**config.mk**
```make
export PLATFORM = sky130hd
export DESIGN_NAME = mips_address_translate_tlb
export DESIGN_NICKNAME = d
export VERILOG_FILES = /design/src/rtl/mat_pkg.sv /design/src/rtl/mat_cell.sv /design/src/rtl/mips_address_translate_tlb.sv
export SDC_FILE = /design/constraint.sdc
export NUM_CORES = 2
export LEC_CHECK = 0
export BUFFER_PORTS_ARGS = -buffer_cell sky130_fd_sc_hd__buf_2
export CAP_MARGIN = 10
export CELL_PAD_IN_SITES_DETAIL_PLACEMENT = 1
export CELL_PAD_IN_SITES_GLOBAL_PLACEMENT = 1
export CORE_MARGIN = 2
export CORE_UTILIZATION = 55
export DETAILED_ROUTE_END_ITERATION = 12
export MAX_ROUTING_LAYER = met4
export PLACE_DENSITY = 0.9
export SKIP_LAST_GASP = 1
export SLEW_MARGIN = 20
export SYNTH_ARGS = -nofsm -noshare
export SYNTH_HDL_FRONTEND = slang
export SYNTH_HIERARCHICAL = 1
export SYNTH_SLANG_ARGS = --single-unit
```
**constraint.sdc**
```tcl
create_clock -name i_clk -period 24.2 [get_ports i_clk]
set_input_delay 4.84 -clock i_clk [delete_from_list [all_inputs] [get_ports i_clk]]
set_output_delay 4.84 -clock i_clk [all_outputs]
set_load 0.02 [all_outputs]
```
**src/rtl/mat_pkg.sv**
```systemverilog
// ----------------------------------------------------------------------------
// mat_pkg
// Shared types and constants of the MIPS joint-TLB address translation block.
// ----------------------------------------------------------------------------
package mat_pkg;

    localparam logic [2:0] FC_NONE = 3'd0;
    localparam logic [2:0] FC_ADEL = 3'd1;
    localparam logic [2:0] FC_ADES = 3'd2;
    localparam logic [2:0] FC_TLBL = 3'd3;
    localparam logic [2:0] FC_TLBS = 3'd4;
    localparam logic [2:0] FC_MOD  = 3'd5;

    localparam logic [1:0] CFG_ASID      = 2'd0;
    localparam logic [1:0] CFG_USR_MODE  = 2'd1;
    localparam logic [1:0] CFG_ERR_LEVEL = 2'd2;
    localparam logic [1:0] CFG_PT_BASE   = 2'd3;

    localparam int CFG_ADDR_W = 2;
    localparam int CFG_DATA_W = 9;
    localparam int IN_DATA_W  = 144;
    localparam int OUT_DATA_W = 136;

    typedef enum logic [1:0] {
        S_IDLE,
        S_CLASS,
        S_SEARCH,
        S_DONE
    } t_state;

    typedef struct packed {
        logic        we;
        logic [3:0]  index;
        logic [18:0] vpn_pair;
        logic [7:0]  asid;
        logic        global_bit;
        logic [31:0] page_end;
        logic [19:0] frame_even;
        logic [19:0] frame_odd;
        logic [3:0]  flags;
    } t_entry_wr;

    typedef struct packed {
        logic        live;
        logic        hit;
        logic        valid;
        logic        dirty;
        logic [19:0] frame;
    } t_probe;

    typedef struct packed {
        logic [2:0]  fault_code;
        logic [31:0] physical_address;
        logic        writable;
        logic        refill;
        logic [31:0] bad_vaddr;
        logic [31:0] context_value;
        logic [31:0] entry_hi_value;
    } t_result;

endpackage

```
**src/rtl/mat_cell.sv**
```systemverilog
// ----------------------------------------------------------------------------
// mat_cell
// One TLB slot: holds an entry and passes the lookup probe to the next slot.
// ----------------------------------------------------------------------------
module mat_cell
    import mat_pkg::*;
#(
    parameter int CELL_ID = 0
) (
    input  logic        i_clk,
    input  logic        i_rst_n,
    input  t_entry_wr   i_wr,
    input  logic [31:0] i_va,
    input  logic [7:0]  i_asid,
    input  t_probe      i_probe,
    output t_probe      o_probe
);

    logic        r_valid;
    logic [18:0] r_vpn_pair;
    logic [7:0]  r_asid;
    logic        r_global;
    logic [31:0] r_page_end;
    logic [19:0] r_frame_even;
    logic [19:0] r_frame_odd;
    logic [3:0]  r_flags;
    t_probe      r_probe;
    t_probe      n_probe;
    logic        w_sel;
    logic        w_match;

    assign w_sel = i_wr.we && (int'(i_wr.index) == CELL_ID);

    always_ff @(posedge i_clk) begin
        if (!i_rst_n) begin
            r_valid <= 1'b0;
        end else if (w_sel) begin
            r_valid <= 1'b1;
        end
    end

    always_ff @(posedge i_clk) begin
        if (w_sel) begin
            r_vpn_pair   <= i_wr.vpn_pair;
            r_asid       <= i_wr.asid;
            r_global     <= i_wr.global_bit;
            r_page_end   <= i_wr.page_end;
            r_frame_even <= i_wr.frame_even;
            r_frame_odd  <= i_wr.frame_odd;
            r_flags      <= i_wr.flags;
        end
    end

    assign w_match = r_valid && (r_global || (r_asid == i_asid)) &&
                     (r_vpn_pair == i_va[31:13]) && (i_va < r_page_end);

    always_comb begin
        n_probe = i_probe;
        if (i_probe.live && !i_probe.hit && w_match) begin
            n_probe.hit   = 1'b1;
            n_probe.valid = i_va[12] ? r_flags[2] : r_flags[0];
            n_probe.dirty = i_va[12] ? r_flags[3] : r_flags[1];
            n_probe.frame = i_va[12] ? r_frame_odd : r_frame_even;
        end
    end

    always_ff @(posedge i_clk) begin
        r_probe.hit   <= n_probe.hit;
        r_probe.valid <= n_probe.valid;
        r_probe.dirty <= n_probe.dirty;
        r_probe.frame <= n_probe.frame;
        if (!i_rst_n) begin
            r_probe.live <= 1'b0;
        end else begin
            r_probe.live <= n_probe.live;
        end
    end

    assign o_probe = r_probe;

endmodule

```
**src/rtl/mips_address_translate_tlb.sv**
```systemverilog
// ----------------------------------------------------------------------------
// mips_address_translate_tlb
// MIPS32 joint-TLB address translation with a chain of TLB slot cells.
//
// Channel     Direction  Content
// s_axis      in         tuser: mode; tdata: vaddr, is_store, entry_index,
//                        entry_vpn_pair, entry_asid, entry_global,
//                        entry_page_end, entry_frame_even, entry_frame_odd,
//                        entry_flags
// m_axis      out        tdata: fault_code, physical_address, writable,
//                        refill, bad_vaddr, context_value, entry_hi_value
// cfg         in         write enable, register index, write data
//
// One request at a time. Entry writes, unmapped accesses and address errors
// pass through S_CLASS and the result register into the output register; a TLB
// lookup also walks the probe through the slot cells in S_SEARCH, one slot cell
// per cycle, lowest slot first. The next request is taken in the cycle after the output loads.
// Reset clears all slots at once. A new request is taken while a result waits
// in the output register; a stalled result holds the next one in S_DONE.
// ----------------------------------------------------------------------------
module mips_address_translate_tlb
    import mat_pkg::*;
#(
    parameter int TLB_ENTRIES = 16
) (
    input  logic                  i_clk,
    input  logic                  i_rst_n,
    input  logic                  i_s_axis_tvalid,
    output logic                  o_s_axis_tready,
    // vaddr, is_store, entry_index, entry_vpn_pair, entry_asid, entry_global,
    // entry_page_end, entry_frame_even, entry_frame_odd, entry_flags, zero pad
    input  logic [IN_DATA_W-1:0]  i_s_axis_tdata,
    // mode
    input  logic                  i_s_axis_tuser,
    output logic                  o_m_axis_tvalid,
    input  logic                  i_m_axis_tready,
    // fault_code, physical_address, writable, refill, bad_vaddr,
    // context_value, entry_hi_value, zero pad
    output logic [OUT_DATA_W-1:0] o_m_axis_tdata,
    input  logic                  i_cfg_we,
    input  logic [CFG_ADDR_W-1:0] i_cfg_addr,
    input  logic [CFG_DATA_W-1:0] i_cfg_wdata
);

    t_state      r_state;
    t_state      n_state;
    logic [7:0]  r_cur_asid;
    logic        r_usr_mode;
    logic        r_error_level;
    logic [8:0]  r_pt_base;
    logic [31:0] r_va;
    logic        r_store;
    logic        r_mode;
    t_result     r_res;
    t_result     n_res;
    t_result     r_out;
    logic        r_out_valid;
    logic        w_accept;
    logic        w_out_load;
    logic        w_launch;
    logic        w_adr_err;
    logic        w_needs_tlb;
    t_entry_wr   w_wr;
    t_probe      w_chain [TLB_ENTRIES+1];
    t_probe      w_last;
    t_result     w_fault;
    t_result     w_direct;
    t_result     w_tlb;

    assign o_s_axis_tready = (r_state == S_IDLE);
    assign w_accept        = i_s_axis_tvalid && o_s_axis_tready;
    assign w_out_load      = (r_state == S_DONE) && (!r_out_valid || i_m_axis_tready);

    always_ff @(posedge i_clk) begin
        if (!i_rst_n) begin
            r_cur_asid    <= '0;
            r_usr_mode    <= 1'b0;
            r_error_level <= 1'b1;
            r_pt_base     <= '0;
        end else if (i_cfg_we) begin
            case (i_cfg_addr)
                CFG_ASID:      r_cur_asid    <= i_cfg_wdata[7:0];
                CFG_USR_MODE:  r_usr_mode    <= i_cfg_wdata[0];
                CFG_ERR_LEVEL: r_error_level <= i_cfg_wdata[0];
                CFG_PT_BASE:   r_pt_base     <= i_cfg_wdata[8:0];
                default: ;
            endcase
        end
    end

    always_ff @(posedge i_clk) begin
        if (w_accept) begin
            r_va    <= i_s_axis_tdata[31:0];
            r_store <= i_s_axis_tdata[32];
            r_mode  <= i_s_axis_tuser;
        end
    end

    always_comb begin
        w_wr.we         = w_accept && i_s_axis_tuser;
        w_wr.index      = i_s_axis_tdata[36:33];
        w_wr.vpn_pair   = i_s_axis_tdata[55:37];
        w_wr.asid       = i_s_axis_tdata[63:56];
        w_wr.global_bit = i_s_axis_tdata[64];
        w_wr.page_end   = i_s_axis_tdata[96:65];
        w_wr.frame_even = i_s_axis_tdata[116:97];
        w_wr.frame_odd  = i_s_axis_tdata[136:117];
        w_wr.flags      = i_s_axis_tdata[140:137];
    end

    always_comb begin
        w_chain[0]       = '0;
        w_chain[0].live  = w_launch;
    end

    for (genvar g = 0; g < TLB_ENTRIES; g++) begin : g_cell
        mat_cell #(
            .CELL_ID (g)
        ) u_cell (
            .i_clk   (i_clk),
            .i_rst_n (i_rst_n),
            .i_wr    (w_wr),
            .i_va    (r_va),
            .i_asid  (r_cur_asid),
            .i_probe (w_chain[g]),
            .o_probe (w_chain[g+1])
        );
    end

    assign w_last = w_chain[TLB_ENTRIES];

    assign w_adr_err   = r_usr_mode && r_va[31];
    assign w_needs_tlb = !w_adr_err &&
                         ((!r_va[31] && !r_error_level) || (r_va[31:30] == 2'b11));

    always_comb begin
        w_fault                  = '0;
        w_fault.bad_vaddr        = r_va;
        w_fault.context_value    = {r_pt_base, r_va[30:12], 4'b0000};
        w_fault.entry_hi_value   = {r_va[31:12], 4'b0000, r_cur_asid};

        w_direct                 = '0;
        if (w_adr_err) begin
            w_direct             = w_fault;
            w_direct.fault_code  = r_store ? FC_ADES : FC_ADEL;
        end else begin
            w_direct.fault_code       = FC_NONE;
            w_direct.physical_address = r_va[31] ? {3'b000, r_va[28:0]} : r_va;
            w_direct.writable         = 1'b1;
        end

        w_tlb                    = w_fault;
        if (!w_last.hit) begin
            w_tlb.fault_code     = r_store ? FC_TLBS : FC_TLBL;
            w_tlb.refill         = 1'b1;
        end else if (!w_last.valid) begin
            w_tlb.fault_code     = r_store ? FC_TLBS : FC_TLBL;
        end else if (r_store && !w_last.dirty) begin
            w_tlb.fault_code     = FC_MOD;
        end else begin
            w_tlb                  = '0;
            w_tlb.fault_code       = FC_NONE;
            w_tlb.physical_address = {w_last.frame, r_va[11:0]};
            w_tlb.writable         = w_last.dirty;
        end
    end

    always_comb begin
        n_state  = r_state;
        n_res    = r_res;
        w_launch = 1'b0;
        case (r_state)
            S_IDLE: begin
                if (w_accept) begin
                    n_state = S_CLASS;
                end
            end
            S_CLASS: begin
                if (r_mode) begin
                    n_res   = '0;
                    n_state = S_DONE;
                end else if (w_needs_tlb) begin
                    w_launch = 1'b1;
                    n_state  = S_SEARCH;
                end else begin
                    n_res   = w_direct;
                    n_state = S_DONE;
                end
            end
            S_SEARCH: begin
                if (w_last.live) begin
                    n_res   = w_tlb;
                    n_state = S_DONE;
                end
            end
            S_DONE: begin
                if (w_out_load) begin
                    n_state = S_IDLE;
                end
            end
            default: begin
                n_state = S_IDLE;
            end
        endcase
    end

    always_ff @(posedge i_clk) begin
        if (!i_rst_n) begin
            r_state <= S_IDLE;
        end else begin
            r_state <= n_state;
        end
    end

    always_ff @(posedge i_clk) begin
        r_res <= n_res;
    end

    always_ff @(posedge i_clk) begin
        if (!i_rst_n) begin
            r_out_valid <= 1'b0;
        end else if (w_out_load) begin
            r_out_valid <= 1'b1;
        end else if (i_m_axis_tready) begin
            r_out_valid <= 1'b0;
        end
    end

    always_ff @(posedge i_clk) begin
        if (w_out_load) begin
            r_out <= r_res;
        end
    end

    assign o_m_axis_tvalid = r_out_valid;
    assign o_m_axis_tdata  = {3'b000, r_out.entry_hi_value, r_out.context_value,
                              r_out.bad_vaddr, r_out.refill, r_out.writable,
                              r_out.physical_address, r_out.fault_code};

endmodule

```
==> out/qor.txt <==
Fin. max-slew vios -> 0
CP Class -> input port to flop
Clock slew at reported path FFs -> 0.06 ns
CP Launch Type -> input port
Register area -> 0.06460 mm²
Pwr Density -> 89.96 mW/mm²
Crit path max-delay cell type -> buf_4
Total CTS buffers -> 218
I/O Buffers -> 284
Sum Neg Setup Slack -> 0 ns
Post-synth top area share -> 59.55%
Max-Cap Viols -> 0
Peak supply drop -> 94.04 µV
Cell mode on critical path -> buf_4
RSZ-0062 raised after global routing -> false
Final Critical Period -> 7.427 ns
CTS tree -> yes
Total Nets Final -> 6914
Synthesized area -> 0.09430 mm²
CP Cell Sequence -> buf_2 -> and3_1 -> nand4b_1 -> nor2_4 -> buf_4 -> buf_4
# DRC -> 0
CTS Sinks -> 2292
Required time worst endpoint -> 24.70 ns
Initial antenna violation count -> 16
Wire length per cell -> 33.66 µm
Largest net degree at the start of global routing -> 71
Full die area -> 0.1748 mm²
YS warnings -> 6
Share of synthesized registers carrying an async set or reset -> 0%
Total Routing Usage GR -> 34.15%
First-pass GRT wire length -> 417.5 mm
Dominant cell type by area after synthesis -> edfxtp_1
Post-Route WL -> 292.2 mm
Post-CTS Setup Bufs -> 0
CTS Root Cell -> clkbuf_16
FF-to-FF Start -> r_va[12]$_DFFE_PN_
Design area -> 0.1059 mm²
Crit path DAT -> 7.93 ns
Syn Inst Count -> 5744
Slew at the pin closest to its max-slew limit -> 1.218 ns
Worst min-delay path startpoint -> r_res[87]$_DFFE_PP_
Placer's final routability congestion estimate -> 0.8527
Area grow syn2layout -> 12.35%
Die Width -> 418.1 µm
Synth Flop Type -> edfxtp_1
Leak -> 41.02 nW
Most frequent cell after synthesis -> edfxtp_1
Period utilization -> 30.69%
EDFF count, synth -> 1870
Unique cell type count in the Yosys netlist -> 58
Slew headroom -> 18.14%
Share of cells above drive strength 1 -> 23.55%
Vias/cell -> 6.276
Register bit total from synthesis -> 2292
Skew-Pair Late Insertion Delay -> 0.93 ns
Die height -> 418.1 µm
Fin util -> 62.37%
Placed cell area -> 0.09855 mm²
Max FO, Critical Path -> 62
Total power -> 9.530 mW
# setup viols final -> 0
DPL Wire Length -> 158.5 mm
Clock Path Buffers -> 3
Multi-input gate area -> 0.02704 mm²
Post-synth top cells -> edfxtp_1, inv_1, ha_1
Crit path largest cell delay -> 0.83 ns
Num rows -> 151
Fillcell total -> 14880
Core area -> 0.1698 mm²
GRT overflow -> 0
Fmax -> 0.1347 GHz
Sequential area share after synthesis -> 68.51%
Via count -> 54481
Drt pass-1 iters -> 7
HP Class -> flop to flop
Final hold violation count -> 0
Post-DRT Antenna Nets -> 0
First-iteration detailed-routing DRC count -> 5802
Htree depth -> 4
Post-cts hold buffer count -> 0
# IOs -> 299
Status -> complete, no violations
Vias in the first global route -> 59683
Crit path launch -> i_s_axis_tvalid
Dominant cells by area after synthesis -> edfxtp_1, dfxtp_1, ha_1
CP Capture Type -> flop
CTS resizes -> 0
Starting density of the core -> 55.52%
Avg Inst Size Synth -> 16.42 µm²
Final Skew -> 0.08628 ns
cells in the final DEF (no fill, tap or decap), types with 32 or more instances in the layout:
cell type / Yosys / layout
clkbuf_1: 38 / 47
clkbuf_16: 0 / 219
xor2_1: 400 / 400
conb_1: 1 / 35
clkinv_2: 0 / 48
o21a_1: 63 / 63
nand2_1: 206 / 206
inv_1: 532 / 532
dfxtp_1: 422 / 422
mux2_4: 285 / 285
ha_1: 501 / 501
mux2_2: 419 / 419
a21o_1: 47 / 47
a21oi_1: 179 / 179
and2_1: 81 / 79
xnor2_1: 32 / 32
nor4_1: 132 / 130
clkinv_1: 0 / 40
o21ai_0: 54 / 54
nand4_1: 83 / 83
buf_4: 50 / 97
nand2b_1: 34 / 33
edfxtp_1: 1870 / 1870
buf_2: 6 / 283
state kept, by name (all words and copies together), names as in the netlist:
name                        cells
r_res                          86
o_m_axis_tvalid                 1
r_store                         1
g_cell.u_cell/r_global         16
g_cell.u_cell/r_vpn_pair      304
g_cell.u_cell/r_asid          128
r_state                         2
g_cell.u_cell/r_valid          16
r_pt_base                       9
g_cell.u_cell/r_frame_even    320
o_m_axis_tdata                 86
r_usr_mode                      1
g_cell.u_cell/r_flags          64
r_va                           32
g_cell.u_cell/o_probe         384
r_error_level                   1
r_mode                          1
g_cell.u_cell/r_page_end      512
r_cur_asid                      8
g_cell.u_cell/r_frame_odd     320
layout make-up:
| type | instances | area share (%) |
|---|---|---|
| clock buffers | 284 | 5.573 |
| inverters | 532 | 1.885 |
| clock inverters | 133 | 1.312 |
| multi-input cells | 2826 | 25.52 |
| well taps | 2218 | 2.620 |
| diodes | 14 | 0.03307 |
| repair buffers | 382 | 2.076 |
| flip-flops and latches | 2292 | 60.98 |
critical path: cells and delay by family:
kind	cells	cell delay, ns
buf+inv	3	1.50
simple gates	3	1.40
kinds of logic (layout without fill, tap and decap cells):
group | after synthesis | after routing | share of synthesized area (%)
AOI/OAI and AO/OA | 491 | 491 | 4.165
xor gates and xnor gates | 432 | 432 | 4.012
adders and majority gates | 501 | 501 | 6.648
buffers and inverters | 660 | 1331 | 3.113
DFF | 2292 | 2292 | 68.51
muxes | 714 | 714 | 9.648
other | 1 | 49 | 0.003977
and+or+nand+nor | 653 | 653 | 3.901
layer usage:
| layer | up-vias | share of wire (%) | GRT usage (%) |
|---|---|---|---|
| met5 | - | 0 | - |
| li1 | 22216 | - | - |
| met3 | 1085 | 7.8 | 5.755 |
| met1 | 27918 | 35 | 38.28 |
| met2 | 3262 | 50 | 57.59 |
| met4 | 0 | 6.7 | 20.17 |
where the power goes:
group	leakage, nW	total [mW]	internal, mW	switching (mW)
sequential	20.5	4.58	4.51	0.0762
combinational	17.0	1.39	0.449	0.938
clock	3.56	3.56	1.94	1.62
total	41.0	9.53	6.90	2.63
metrics by stage:
step,hold slack [ns],instances,worst slack (ns)
3_3_place_gp,0.4007,8248,16.36
5_1_grt,0.4214,8681,16.76
2_1_floorplan,0.4003,5778,8.095
3_5_place_dp,0.4056,8248,16.11
6_report,0.4077,8681,16.77
4_1_cts,0.4139,8665,16.91
path summary, 6_finish.rpt:
path                                               endpoint  slack [ns]  cells past startpoint
setup reg to reg       g_cell[6].u_cell/o_probe[20]$_DFF_P_       19.28                      6
setup / recovery  g_cell[9].u_cell/r_frame_odd[0]$_DFFE_PP_       16.77                      6
hold / removal                 o_m_axis_tdata[60]$_DFFE_PP_        0.41                      0
hold reg to reg                o_m_axis_tdata[60]$_DFFE_PP_        0.41                      0
No activity file was read; power rests on OpenSTA's default activity.
